--- config.mk ---
export PLATFORM = sky130hd
export DESIGN_NAME = two_class_fifo_oldest_first_core_flat
export DESIGN_NICKNAME = d
export VERILOG_FILES = /design/src/rtl/tcf_pkg.sv /design/src/rtl/tcf_if.sv /design/src/rtl/two_class_fifo_oldest_first_core.sv /design/src/rtl/tcf_front.sv /design/src/rtl/tcf_cmd_queue.sv /design/src/rtl/tcf_back.sv /design/src/flat_wrapper.sv
export SDC_FILE = /design/constraint.sdc
export NUM_CORES = 1
export LEC_CHECK = 0
export BUFFER_PORTS_ARGS = -buffer_cell sky130_fd_sc_hd__buf_2
export CORE_MARGIN = 2
export CORE_UTILIZATION = 65
export CTS_BUF_LIST = sky130_fd_sc_hd__clkbuf_8 sky130_fd_sc_hd__clkbuf_16
export CTS_CLUSTER_SIZE = 20
export DETAILED_ROUTE_END_ITERATION = 12
export GPL_ROUTABILITY_DRIVEN = 0
export GPL_TIMING_DRIVEN = 0
export PLACE_DENSITY = 0.88
export SLEW_MARGIN = 20
export SYNTH_ARGS = -nofsm -noshare
export SYNTH_HDL_FRONTEND = slang
export SYNTH_SLANG_ARGS = --single-unit
export TNS_END_PERCENT = 30
--- constraint.sdc ---
create_clock -name clk_i -period 14.03 [get_ports clk_i]
set_input_delay 1.403 -clock clk_i [delete_from_list [all_inputs] [get_ports clk_i]]
set_output_delay 1.403 -clock clk_i [all_outputs]
set_load 0.02 [all_outputs]
--- src/rtl/tcf_pkg.sv ---
// shared types and constants of the two-class oldest-first queue block
`default_nettype none

package tcf_pkg;

  localparam int unsigned MODE_W    = 2;
  localparam int unsigned CLASS_W   = 2;
  localparam int unsigned FIELD_W   = 16;
  localparam int unsigned STATUS_W  = 3;
  localparam int unsigned TAG_MAX_W   = 32;
  localparam int unsigned STAMP_MAX_W = 32;

  localparam logic [MODE_W-1:0] MODE_ENQ     = 2'd0;
  localparam logic [MODE_W-1:0] MODE_DEQ_ANY = 2'd1;
  localparam logic [MODE_W-1:0] MODE_DEQ_CLS = 2'd2;

  localparam logic CLS_A = 1'b0;
  localparam logic CLS_B = 1'b1;

  typedef enum logic [2:0] {
    OP_ENQ,
    OP_DEQ_ANY,
    OP_DEQ_CLS,
    OP_UNKNOWN,
    OP_NONE
  } op_e;

  typedef enum logic [STATUS_W-1:0] {
    ST_STORED    = 3'd0,
    ST_UNKNOWN   = 3'd1,
    ST_FULL      = 3'd2,
    ST_DELIVERED = 3'd3,
    ST_NONE      = 3'd4
  } status_e;

  typedef struct packed {
    op_e                    op;
    logic                   cls;
    logic [TAG_MAX_W-1:0]   tag;
    logic [STAMP_MAX_W-1:0] stamp;
  } cmd_t;

endpackage

`default_nettype wire

--- src/rtl/tcf_if.sv ---
// request and response channel interfaces
`default_nettype none

interface tcf_req_if import tcf_pkg::*; ();
  logic               valid;
  logic               ready;
  logic [MODE_W-1:0]  mode;
  logic [CLASS_W-1:0] item_class;
  logic [FIELD_W-1:0] item_tag;

  modport source (output valid, mode, item_class, item_tag, input ready);
  modport sink   (input valid, mode, item_class, item_tag, output ready);
endinterface

interface tcf_rsp_if import tcf_pkg::*; ();
  logic                valid;
  logic                ready;
  logic [STATUS_W-1:0] status;
  logic [FIELD_W-1:0]  out_tag;
  logic                out_class;
  logic [FIELD_W-1:0]  out_stamp;

  modport source (output valid, status, out_tag, out_class, out_stamp, input ready);
  modport sink   (input valid, status, out_tag, out_class, out_stamp, output ready);
endinterface

`default_nettype wire

--- src/rtl/two_class_fifo_oldest_first_core.sv ---
// top level of the two-class oldest-first queue block
`default_nettype none

// Two bounded queues, one per class, fed from one request channel and answered on one
// response channel, exactly one response word per request word in request order. Every
// enqueue request takes the next arrival stamp, stored or not; dequeue-any returns the
// older of the two heads by wrap-aware stamp compare. The front end decodes requests and
// stamps them at one word per cycle, while the command queue has room, into a two-entry
// command queue. The back end handles enqueue, unknown-class and unused-mode words straight
// from its idle state; dequeues pass through an execute state that uses the registered read
// of both head entries from the queue memories. Responses leave through a one-word output
// register. The queue memories need no clearing after reset.
module two_class_fifo_oldest_first_core import tcf_pkg::*; #(
  parameter int unsigned QUEUE_DEPTH = 16,
  parameter int unsigned TAG_WIDTH   = 16,
  parameter int unsigned STAMP_WIDTH = 16
) (
  input  logic       clk_i,
  input  logic       rst_ni,
  tcf_req_if.sink    req_i,
  tcf_rsp_if.source  rsp_o
);

  logic fr_valid, fr_ready, bk_valid, bk_ready;
  cmd_t fr_cmd, bk_cmd;

  tcf_front #(
    .TAG_WIDTH   (TAG_WIDTH),
    .STAMP_WIDTH (STAMP_WIDTH)
  ) u_front (
    .clk_i       (clk_i),
    .rst_ni      (rst_ni),
    .req_i       (req_i),
    .cmd_valid_o (fr_valid),
    .cmd_ready_i (fr_ready),
    .cmd_o       (fr_cmd)
  );

  tcf_cmd_queue u_cmd_queue (
    .clk_i        (clk_i),
    .rst_ni       (rst_ni),
    .push_valid_i (fr_valid),
    .push_ready_o (fr_ready),
    .push_i       (fr_cmd),
    .pop_valid_o  (bk_valid),
    .pop_ready_i  (bk_ready),
    .pop_o        (bk_cmd)
  );

  tcf_back #(
    .QUEUE_DEPTH (QUEUE_DEPTH),
    .TAG_WIDTH   (TAG_WIDTH),
    .STAMP_WIDTH (STAMP_WIDTH)
  ) u_back (
    .clk_i       (clk_i),
    .rst_ni      (rst_ni),
    .cmd_valid_i (bk_valid),
    .cmd_ready_o (bk_ready),
    .cmd_i       (bk_cmd),
    .rsp_o       (rsp_o)
  );

endmodule

`default_nettype wire

--- src/rtl/tcf_front.sv ---
// front end: request decode and arrival-stamp counter
`default_nettype none

module tcf_front import tcf_pkg::*; #(
  parameter int unsigned TAG_WIDTH   = 16,
  parameter int unsigned STAMP_WIDTH = 16
) (
  input  logic       clk_i,
  input  logic       rst_ni,
  tcf_req_if.sink    req_i,
  output logic       cmd_valid_o,
  input  logic       cmd_ready_i,
  output cmd_t       cmd_o
);

  logic [STAMP_WIDTH-1:0] stamp_q, stamp_d;
  logic                   accept;
  logic [TAG_WIDTH-1:0]   tag;

  assign req_i.ready = cmd_ready_i;
  assign cmd_valid_o = req_i.valid;
  assign accept      = req_i.valid && cmd_ready_i;
  assign tag         = TAG_WIDTH'(req_i.item_tag);

  always_comb begin
    cmd_o.cls   = req_i.item_class[0];
    cmd_o.tag   = TAG_MAX_W'(tag);
    cmd_o.stamp = STAMP_MAX_W'(stamp_q);
    stamp_d     = stamp_q;
    unique case (req_i.mode)
      MODE_ENQ: begin
        cmd_o.op = req_i.item_class[1] ? OP_UNKNOWN : OP_ENQ;
        if (accept) begin
          stamp_d = stamp_q + 1'b1;
        end
      end
      MODE_DEQ_ANY: cmd_o.op = OP_DEQ_ANY;
      MODE_DEQ_CLS: cmd_o.op = req_i.item_class[1] ? OP_UNKNOWN : OP_DEQ_CLS;
      default:      cmd_o.op = OP_NONE;
    endcase
  end

  always_ff @(posedge clk_i or negedge rst_ni) begin
    if (!rst_ni) begin
      stamp_q <= '0;
    end else begin
      stamp_q <= stamp_d;
    end
  end

endmodule

`default_nettype wire

--- src/rtl/tcf_cmd_queue.sv ---
// two-entry command queue between front and back end
`default_nettype none

module tcf_cmd_queue import tcf_pkg::*; (
  input  logic clk_i,
  input  logic rst_ni,
  input  logic push_valid_i,
  output logic push_ready_o,
  input  cmd_t push_i,
  output logic pop_valid_o,
  input  logic pop_ready_i,
  output cmd_t pop_o
);

  cmd_t       slot_q [2];
  logic       wr_ptr_q, rd_ptr_q;
  logic [1:0] cnt_q, cnt_d;
  logic       push, pop;

  assign push_ready_o = cnt_q != 2'd2;
  assign pop_valid_o  = cnt_q != 2'd0;
  assign pop_o        = slot_q[rd_ptr_q];
  assign push         = push_valid_i && push_ready_o;
  assign pop          = pop_valid_o && pop_ready_i;

  always_comb begin
    cnt_d = cnt_q;
    if (push && !pop) begin
      cnt_d = cnt_q + 2'd1;
    end else if (pop && !push) begin
      cnt_d = cnt_q - 2'd1;
    end
  end

  always_ff @(posedge clk_i or negedge rst_ni) begin
    if (!rst_ni) begin
      wr_ptr_q <= 1'b0;
      rd_ptr_q <= 1'b0;
      cnt_q    <= 2'd0;
    end else begin
      cnt_q <= cnt_d;
      if (push) begin
        wr_ptr_q <= !wr_ptr_q;
      end
      if (pop) begin
        rd_ptr_q <= !rd_ptr_q;
      end
    end
  end

  always_ff @(posedge clk_i) begin
    if (push) begin
      slot_q[wr_ptr_q] <= push_i;
    end
  end

endmodule

`default_nettype wire

--- src/rtl/tcf_back.sv ---
// back end: class queues, oldest-first selection and response register
`default_nettype none

module tcf_back import tcf_pkg::*; #(
  parameter int unsigned QUEUE_DEPTH = 16,
  parameter int unsigned TAG_WIDTH   = 16,
  parameter int unsigned STAMP_WIDTH = 16
) (
  input  logic       clk_i,
  input  logic       rst_ni,
  input  logic       cmd_valid_i,
  output logic       cmd_ready_o,
  input  cmd_t       cmd_i,
  tcf_rsp_if.source  rsp_o
);

  localparam int unsigned PTR_W = $clog2(QUEUE_DEPTH);
  localparam int unsigned CNT_W = $clog2(QUEUE_DEPTH + 1);
  localparam logic [PTR_W-1:0] PTR_LAST = PTR_W'(QUEUE_DEPTH - 1);
  localparam logic [CNT_W-1:0] CNT_FULL = CNT_W'(QUEUE_DEPTH);

  typedef struct packed {
    logic [TAG_WIDTH-1:0]   tag;
    logic [STAMP_WIDTH-1:0] stamp;
  } entry_t;

  typedef enum logic {
    S_IDLE,
    S_EXEC
  } state_e;

  state_e             state_q;
  cmd_t               cur_q;
  entry_t             mem_a_q [QUEUE_DEPTH];
  entry_t             mem_b_q [QUEUE_DEPTH];
  entry_t             rd_a_q, rd_b_q, wr_entry, pop_entry;
  logic [PTR_W-1:0]   head_a_q, tail_a_q, head_b_q, tail_b_q;
  logic [CNT_W-1:0]   cnt_a_q, cnt_b_q;
  logic               out_valid_q;
  status_e            out_status_q;
  logic [FIELD_W-1:0] out_tag_q, out_stamp_q;
  logic               out_class_q;

  logic                   out_free, take, enq_full, wr_a, wr_b;
  logic                   a_has, b_has, older_a, do_pop, pop_b;
  logic [STAMP_WIDTH-1:0] diff;

  assign out_free    = !out_valid_q || rsp_o.ready;
  assign cmd_ready_o = (state_q == S_IDLE) && out_free;
  assign take        = cmd_valid_i && cmd_ready_o;
  assign enq_full    = cmd_i.cls ? (cnt_b_q == CNT_FULL) : (cnt_a_q == CNT_FULL);
  assign wr_a        = take && (cmd_i.op == OP_ENQ) && !enq_full && (cmd_i.cls == CLS_A);
  assign wr_b        = take && (cmd_i.op == OP_ENQ) && !enq_full && (cmd_i.cls == CLS_B);
  assign wr_entry    = '{tag: TAG_WIDTH'(cmd_i.tag), stamp: STAMP_WIDTH'(cmd_i.stamp)};

  assign a_has   = cnt_a_q != '0;
  assign b_has   = cnt_b_q != '0;
  assign diff    = rd_a_q.stamp - rd_b_q.stamp;
  assign older_a = diff[STAMP_WIDTH-1];

  always_comb begin
    if (cur_q.op == OP_DEQ_CLS) begin
      pop_b  = cur_q.cls;
      do_pop = cur_q.cls ? b_has : a_has;
    end else begin
      pop_b  = !a_has || (b_has && !older_a);
      do_pop = a_has || b_has;
    end
    pop_entry = pop_b ? rd_b_q : rd_a_q;
  end

  always_ff @(posedge clk_i) begin
    if (wr_a) begin
      mem_a_q[tail_a_q] <= wr_entry;
    end
    if (wr_b) begin
      mem_b_q[tail_b_q] <= wr_entry;
    end
    rd_a_q <= mem_a_q[head_a_q];
    rd_b_q <= mem_b_q[head_b_q];
  end

  always_ff @(posedge clk_i or negedge rst_ni) begin
    if (!rst_ni) begin
      state_q      <= S_IDLE;
      cur_q        <= '0;
      head_a_q     <= '0;
      tail_a_q     <= '0;
      cnt_a_q      <= '0;
      head_b_q     <= '0;
      tail_b_q     <= '0;
      cnt_b_q      <= '0;
      out_valid_q  <= 1'b0;
      out_status_q <= ST_NONE;
      out_tag_q    <= '0;
      out_class_q  <= 1'b0;
      out_stamp_q  <= '0;
    end else begin
      if (out_valid_q && rsp_o.ready) begin
        out_valid_q <= 1'b0;
      end
      unique case (state_q)
        S_IDLE: begin
          if (take) begin
            cur_q <= cmd_i;
            out_tag_q   <= '0;
            out_class_q <= 1'b0;
            out_stamp_q <= '0;
            unique case (cmd_i.op)
              OP_ENQ: begin
                out_valid_q <= 1'b1;
                if (enq_full) begin
                  out_status_q <= ST_FULL;
                end else begin
                  out_status_q <= ST_STORED;
                  out_stamp_q  <= FIELD_W'(wr_entry.stamp);
                end
                if (wr_a) begin
                  tail_a_q <= (tail_a_q == PTR_LAST) ? '0 : tail_a_q + 1'b1;
                  cnt_a_q  <= cnt_a_q + 1'b1;
                end
                if (wr_b) begin
                  tail_b_q <= (tail_b_q == PTR_LAST) ? '0 : tail_b_q + 1'b1;
                  cnt_b_q  <= cnt_b_q + 1'b1;
                end
              end
              OP_DEQ_ANY, OP_DEQ_CLS: begin
                state_q <= S_EXEC;
              end
              OP_UNKNOWN: begin
                out_valid_q  <= 1'b1;
                out_status_q <= ST_UNKNOWN;
              end
              default: begin
                out_valid_q  <= 1'b1;
                out_status_q <= ST_NONE;
              end
            endcase
          end
        end
        S_EXEC: begin
          state_q     <= S_IDLE;
          out_valid_q <= 1'b1;
          if (do_pop) begin
            out_status_q <= ST_DELIVERED;
            out_tag_q    <= FIELD_W'(pop_entry.tag);
            out_class_q  <= pop_b;
            out_stamp_q  <= FIELD_W'(pop_entry.stamp);
            if (pop_b) begin
              head_b_q <= (head_b_q == PTR_LAST) ? '0 : head_b_q + 1'b1;
              cnt_b_q  <= cnt_b_q - 1'b1;
            end else begin
              head_a_q <= (head_a_q == PTR_LAST) ? '0 : head_a_q + 1'b1;
              cnt_a_q  <= cnt_a_q - 1'b1;
            end
          end else begin
            out_status_q <= ST_NONE;
          end
        end
        default: state_q <= S_IDLE;
      endcase
    end
  end

  assign rsp_o.valid     = out_valid_q;
  assign rsp_o.status    = out_status_q;
  assign rsp_o.out_tag   = out_tag_q;
  assign rsp_o.out_class = out_class_q;
  assign rsp_o.out_stamp = out_stamp_q;

`ifndef SYNTHESIS
  a_cnt_bound: assert property (@(posedge clk_i) disable iff (!rst_ni)
    (cnt_a_q <= CNT_FULL) && (cnt_b_q <= CNT_FULL))
    else $error("queue count above depth");

  a_exec_out_free: assert property (@(posedge clk_i) disable iff (!rst_ni)
    (state_q == S_EXEC) |-> !out_valid_q)
    else $error("dequeue executes while response register is occupied");

  a_exec_one_cycle: assert property (@(posedge clk_i) disable iff (!rst_ni)
    (state_q == S_EXEC) |=> (state_q == S_IDLE) && out_valid_q)
    else $error("dequeue did not finish with a response");

  a_no_pop_empty: assert property (@(posedge clk_i) disable iff (!rst_ni)
    (state_q == S_EXEC) && !a_has && !b_has |=> (out_status_q != ST_DELIVERED))
    else $error("delivered from empty queues");
`endif

endmodule

`default_nettype wire
--- src/flat_wrapper.sv ---
// flat-port wrapper written by rule: the top's interface ports become plain ports
module two_class_fifo_oldest_first_core_flat import tcf_pkg::*;
#(
  parameter int unsigned QUEUE_DEPTH = 16,
  parameter int unsigned TAG_WIDTH   = 16,
  parameter int unsigned STAMP_WIDTH = 16
)
  (clk_i, rst_ni, req_i_valid, req_i_mode, req_i_item_class, req_i_item_tag, req_i_ready, rsp_o_valid, rsp_o_status, rsp_o_out_tag, rsp_o_out_class, rsp_o_out_stamp, rsp_o_ready);
  tcf_req_if req_i_i ();
  tcf_rsp_if rsp_o_i ();
  input  logic clk_i;
  input  logic rst_ni;
  input wire logic [$bits(req_i_i.valid)-1:0] req_i_valid;
  input wire logic [$bits(req_i_i.mode)-1:0] req_i_mode;
  input wire logic [$bits(req_i_i.item_class)-1:0] req_i_item_class;
  input wire logic [$bits(req_i_i.item_tag)-1:0] req_i_item_tag;
  output wire logic [$bits(req_i_i.ready)-1:0] req_i_ready;
  output wire logic [$bits(rsp_o_i.valid)-1:0] rsp_o_valid;
  output wire logic [$bits(rsp_o_i.status)-1:0] rsp_o_status;
  output wire logic [$bits(rsp_o_i.out_tag)-1:0] rsp_o_out_tag;
  output wire logic [$bits(rsp_o_i.out_class)-1:0] rsp_o_out_class;
  output wire logic [$bits(rsp_o_i.out_stamp)-1:0] rsp_o_out_stamp;
  input wire logic [$bits(rsp_o_i.ready)-1:0] rsp_o_ready;
  assign req_i_i.valid = req_i_valid;
  assign req_i_i.mode = req_i_mode;
  assign req_i_i.item_class = req_i_item_class;
  assign req_i_i.item_tag = req_i_item_tag;
  assign req_i_ready = req_i_i.ready;
  assign rsp_o_valid = rsp_o_i.valid;
  assign rsp_o_status = rsp_o_i.status;
  assign rsp_o_out_tag = rsp_o_i.out_tag;
  assign rsp_o_out_class = rsp_o_i.out_class;
  assign rsp_o_out_stamp = rsp_o_i.out_stamp;
  assign rsp_o_i.ready = rsp_o_ready;
  two_class_fifo_oldest_first_core #(.QUEUE_DEPTH(QUEUE_DEPTH), .TAG_WIDTH(TAG_WIDTH), .STAMP_WIDTH(STAMP_WIDTH)) u_core (.clk_i(clk_i), .rst_ni(rst_ni), .req_i(req_i_i), .rsp_o(rsp_o_i));
endmodule
==> impl_metrics.prom <==
# TYPE chip_impl_metric gauge
chip_impl_metric{name="yosys_register_bits",unit=""} 1248
chip_impl_metric{name="yosysSeqAreaShare",unit="%"} 76.03
chip_impl_metric{name="number_of_i_o_port_buffers",unit=""} 61
chip_impl_metric{name="globalRouteTotalUtil",unit="%"} 34.98
chip_impl_info{name="worst_setup_path_end_kind",value="flip-flop"} 1
chip_impl_metric{name="route.vias.total",unit=""} 26930
chip_impl_metric{name="dieHeight",unit="µm"} 275.4
chip_impl_info{name="critical_path.reg2reg.startpoint",value="u_core.u_cmd_queue.rd_ptr_q$_DFFE_PN0P_"} 1
chip_impl_metric{name="yosys.cell_types.count",unit=""} 63
chip_impl_metric{name="dieWidth",unit="µm"} 275.4
chip_impl_info{name="synth.top_cells.by_area",value="sky130_fd_sc_hd__edfxtp_1 (69%), sky130_fd_sc_hd__mux4_2 (11%), sky130_fd_sc_hd__dfrtp_1 (4.5%)"} 1
chip_impl_info{name="setup.worst_path.start",value="rsp_o_ready"} 1
chip_impl_metric{name="via_density",unit=""} 7.274
chip_impl_metric{name="final.period_utilization",unit="%"} 33.81
chip_impl_metric{name="total_leakage_power",unit="nW"} 18.22
chip_impl_metric{name="syn-cell-area",unit="µm²"} 47870
chip_impl_info{name="grt_setup_unrepaired",value="false"} 1
chip_impl_metric{name="overflow",unit=""} 0
chip_impl_metric{name="clkSinkCount",unit=""} 1248
chip_impl_metric{name="first_global_vias",unit=""} 27380
chip_impl_metric{name="synthArstFlopShare",unit="%"} 7.051
chip_impl_info{name="ys_dominant_reg_cell",value="sky130_fd_sc_hd__edfxtp_1"} 1
chip_impl_metric{name="drt_wl_total",unit="mm"} 130.1
chip_impl_metric{name="worst_ir_drop_vdd",unit="V"} 0.0001610
chip_impl_metric{name="holdPathStages",unit=""} 0
chip_impl_metric{name="totalNegativeSetupSlack",unit="ps"} 0
chip_impl_metric{name="tightest_pin_transition",unit="ps"} 1070
chip_impl_metric{name="pwr_density_cell",unit="nW/µm²"} 222.1
chip_impl_info{name="synth_commonest_cells",value="sky130_fd_sc_hd__edfxtp_1 (1096), sky130_fd_sc_hd__mux4_2 (224), sky130_fd_sc_hd__mux2i_1 (141)"} 1
chip_impl_metric{name="htreeDepth",unit=""} 3
chip_impl_info{name="timing.hold.worst.start",value="u_core.u_front.stamp_q[14]$_DFFE_PN0P_"} 1
chip_impl_metric{name="fmax",unit="MHz"} 210.8
chip_impl_metric{name="cp_data_required_time",unit="ps"} 14430
chip_impl_metric{name="num_rows",unit=""} 99
chip_impl_metric{name="overall_die_area",unit="µm²"} 75830
chip_impl_metric{name="clock_latency",unit="ps"} 700
chip_impl_info{name="crit_start_category",value="input port"} 1
chip_impl_metric{name="drtAntennaViolNets",unit=""} 0
chip_impl_info{name="violations_in_the_final_reports",value="DRC"} 1
chip_impl_metric{name="fillerInstances",unit=""} 3528
chip_impl_metric{name="initial_utilization",unit="%"} 65.61
chip_impl_metric{name="drt-initial-drc-count",unit=""} 4747
chip_impl_info{name="setup.worst_path.class",value="input port to flip-flop"} 1
chip_impl_metric{name="grt_pass1_wl",unit="mm"} 186.2
chip_impl_metric{name="slew_headroom",unit="%"} 28.68
chip_impl_metric{name="number_of_enable_type_register_cells_in_the_synthesized_netlist",unit=""} 1096
chip_impl_metric{name="cp_max_fo",unit=""} 10
chip_impl_metric{name="post_cts_resize_count",unit=""} 0
chip_impl_metric{name="finalWorstPathRequiredPeriod",unit="ps"} 4744
chip_impl_metric{name="grt_antenna_before_repair",unit=""} 8
chip_impl_metric{name="number_of_top_level_design_ports",unit=""} 62
chip_impl_metric{name="wire_per_inst",unit="µm"} 35.14
chip_impl_metric{name="route.detailed.drc",unit=""} 1
chip_impl_metric{name="post-dp-hpwl",unit="mm"} 77.29
chip_impl_metric{name="largest_net_degree_at_the_start_of_global_routing",unit=""} 69
chip_impl_metric{name="cts.repair_timing.setup_buffer_count",unit=""} 0
chip_impl_metric{name="slew_viol_final",unit=""} 0
chip_impl_metric{name="synth.top_cell.area_share",unit="%"} 68.75
chip_impl_info{name="status",value="finished, violations left"} 1
chip_impl_metric{name="max_cap_viol_count",unit=""} 0
chip_impl_info{name="cts_root_buffer",value="sky130_fd_sc_hd__clkbuf_16"} 1
chip_impl_metric{name="cts.hold.buffers_added",unit=""} 0
chip_impl_metric{name="stdcell_count",unit=""} 3702
chip_impl_metric{name="timing_hold_violations_final",unit=""} 0
chip_impl_metric{name="mean_post_synth_cell_area",unit="µm²"} 19.87
chip_impl_metric{name="share_of_cells_above_drive_strength_1",unit="%"} 24.11
chip_impl_metric{name="num-nets-final",unit=""} 2698
chip_impl_metric{name="area.sequential",unit="µm²"} 36400
chip_impl_metric{name="postSynthNetCount",unit=""} 2467
chip_impl_metric{name="clock_skew",unit="ps"} 38.68
chip_impl_metric{name="clock_path_buffers",unit=""} 3
chip_impl_metric{name="synth-warning-count",unit=""} 0
chip_impl_metric{name="setup_viol",unit=""} 0
chip_impl_metric{name="synthesized_instance_count",unit=""} 2409
chip_impl_info{name="cts_tree",value="built"} 1
chip_impl_metric{name="multi_input_comb_area",unit="µm²"} 11010
chip_impl_info{name="hold_class",value="flip-flop to flip-flop"} 1
chip_impl_metric{name="clkTransAtPathRegs",unit="ps"} 60
chip_impl_metric{name="rr_worst_depth",unit=""} 9
chip_impl_metric{name="placedCellCount",unit=""} 3481
chip_impl_info{name="post-synth-top-area-cell",value="sky130_fd_sc_hd__edfxtp_1"} 1
chip_impl_metric{name="fp.coreArea",unit="µm²"} 72960
chip_impl_metric{name="number_of_iterations_in_the_first_detailed_routing_pass",unit=""} 12
chip_impl_info{name="synth.most_common_cell",value="sky130_fd_sc_hd__edfxtp_1"} 1
chip_impl_metric{name="cts-buffers-inserted",unit=""} 116
chip_impl_metric{name="critical_path_arrival",unit="ps"} 5150
chip_impl_metric{name="area_growth",unit="%"} 13.73
==> metrics by stage <==
stage	hold slack [ps]	utilization (%)	worst slack (ps)	power [mW]	instance area (µm²)
global route	512.2	74.61	9239	12.36	54430
finish	505.2	74.62	9286	12.09	54440
CTS	501.0	74.58	9407	11.95	54410
detailed placement	471.6	69.31	8853	8.655	50560
floorplan	441.9	-	8685	7.360	47870
global placement	450.6	67.68	5775	8.375	49380
==> routing by layer <==
metal / share of wire (%) / global-route usage [%]
met5: 0.042 / 0
met4: 6.6 / 19.27
met3: 11 / 7.516
met2: 50 / 57.84
met1: 32 / 43.72
==> final cells by class <==
type | count | share of cell area (%)
Sequential cell | 1248 | 66.85
Multi-Input combinational cell | 1012 | 20.22
Clock buffer | 129 | 5.702
Timing Repair Buffer | 113 | 2.489
Tap cell | 959 | 2.204
Clock inverter | 87 | 1.361
Buffer | 119 | 0.9446
Inverter | 30 | 0.2068
Antenna cell | 5 | 0.02298
==> cells by family after synthesis <==
kind of cell    synth area share [%]
buf+inv                        1.286
compound gates                 3.576
fa+ha+maj                     0.9200
flops                          76.03
mux                            15.13
xor+xnor                      0.6038
simple gates                   2.452
==> cell usage in the layout, fill, tap and decap left out, types with 7 or more instances in the layout <==
| cell | instances |
|---|---|
| sky130_fd_sc_hd__a21o_1 | 7 |
| sky130_fd_sc_hd__a21oi_1 | 65 |
| sky130_fd_sc_hd__a221oi_1 | 32 |
| sky130_fd_sc_hd__a22oi_1 | 35 |
| sky130_fd_sc_hd__and2_2 | 16 |
| sky130_fd_sc_hd__buf_1 | 12 |
| sky130_fd_sc_hd__buf_12 | 13 |
| sky130_fd_sc_hd__buf_16 | 23 |
| sky130_fd_sc_hd__buf_2 | 84 |
| sky130_fd_sc_hd__buf_4 | 11 |
| sky130_fd_sc_hd__buf_6 | 11 |
| sky130_fd_sc_hd__bufinv_16 | 12 |
| sky130_fd_sc_hd__clkbuf_1 | 69 |
| sky130_fd_sc_hd__clkbuf_16 | 118 |
| sky130_fd_sc_hd__clkbuf_2 | 9 |
| sky130_fd_sc_hd__clkbuf_8 | 11 |
| sky130_fd_sc_hd__clkinv_1 | 14 |
| sky130_fd_sc_hd__clkinv_2 | 20 |
| sky130_fd_sc_hd__dfrtp_1 | 87 |
| sky130_fd_sc_hd__dfxtp_1 | 64 |
| sky130_fd_sc_hd__edfxtp_1 | 1096 |
| sky130_fd_sc_hd__ha_1 | 32 |
| sky130_fd_sc_hd__inv_1 | 57 |
| sky130_fd_sc_hd__mux2_2 | 64 |
| sky130_fd_sc_hd__mux2i_1 | 141 |
| sky130_fd_sc_hd__mux4_2 | 224 |
| sky130_fd_sc_hd__nand2_1 | 112 |
| sky130_fd_sc_hd__nand2b_1 | 9 |
| sky130_fd_sc_hd__nand3_1 | 33 |
| sky130_fd_sc_hd__nor2_1 | 19 |
| sky130_fd_sc_hd__nor2_4 | 13 |
| sky130_fd_sc_hd__o21ai_0 | 73 |
| sky130_fd_sc_hd__o21ai_1 | 17 |
| sky130_fd_sc_hd__o221ai_1 | 17 |
| sky130_fd_sc_hd__xnor2_1 | 25 |
| sky130_fd_sc_hd__xor2_1 | 8 |
==> worst paths after layout <==
kind,endpoint,slack (ps)
max,u_core.u_back.mem_b_q[2][9]$_DFFE_PP_,9290
min,u_core.u_cmd_queue.slot_q[0][14]$_DFFE_PP_,510
max reg2reg,u_core.u_back.mem_b_q[2][9]$_DFFE_PP_,9390
min reg2reg,u_core.u_cmd_queue.slot_q[0][14]$_DFFE_PP_,510
max in group asynchronous,u_core.u_back.rsp_o.out_stamp[7]$_DFFE_PN0P_,12740
min in group asynchronous,u_core.u_back.tail_b_q[2]$_DFFE_PN0P_,570
==> power by group <==
part | switching, mW | internal (mW) | leakage, nW | total (mW)
clock network | 1.38 | 1.80 | 1.99 | 3.19
logic | 2.57 | 1.38 | 4.94 | 3.95
registers | 0.216 | 4.74 | 11.3 | 4.95
==> sequential cells by signal, summed over array words and instances, names as in the netlist, 5 cells and up <==
signal / cells
u_core.u_front.stamp_q: 16
u_core.u_back.rd_b_q: 32
u_core.u_back.rsp_o.out_tag: 16
u_core.u_cmd_queue.slot_q: 72
u_core.u_back.cnt_a_q: 5
u_core.u_back.mem_a_q: 512
u_core.u_back.cnt_b_q: 5
u_core.u_back.rd_a_q: 32
u_core.u_back.rsp_o.out_stamp: 16
u_core.u_back.mem_b_q: 512
==> worst max-delay path, stage by stage <==
cell                       delay (ps)
sky130_fd_sc_hd__buf_2             90
sky130_fd_sc_hd__nor2b_1           70
sky130_fd_sc_hd__nor3_4           400
sky130_fd_sc_hd__nand2_1          180
sky130_fd_sc_hd__nor4b_2          870
sky130_fd_sc_hd__clkbuf_1         390
sky130_fd_sc_hd__nand2_1          340
sky130_fd_sc_hd__nor3_2           750
sky130_fd_sc_hd__buf_6            260
sky130_fd_sc_hd__buf_6            170
sky130_fd_sc_hd__buf_4            210
Note: power is estimated with default switching activity, not from simulation.
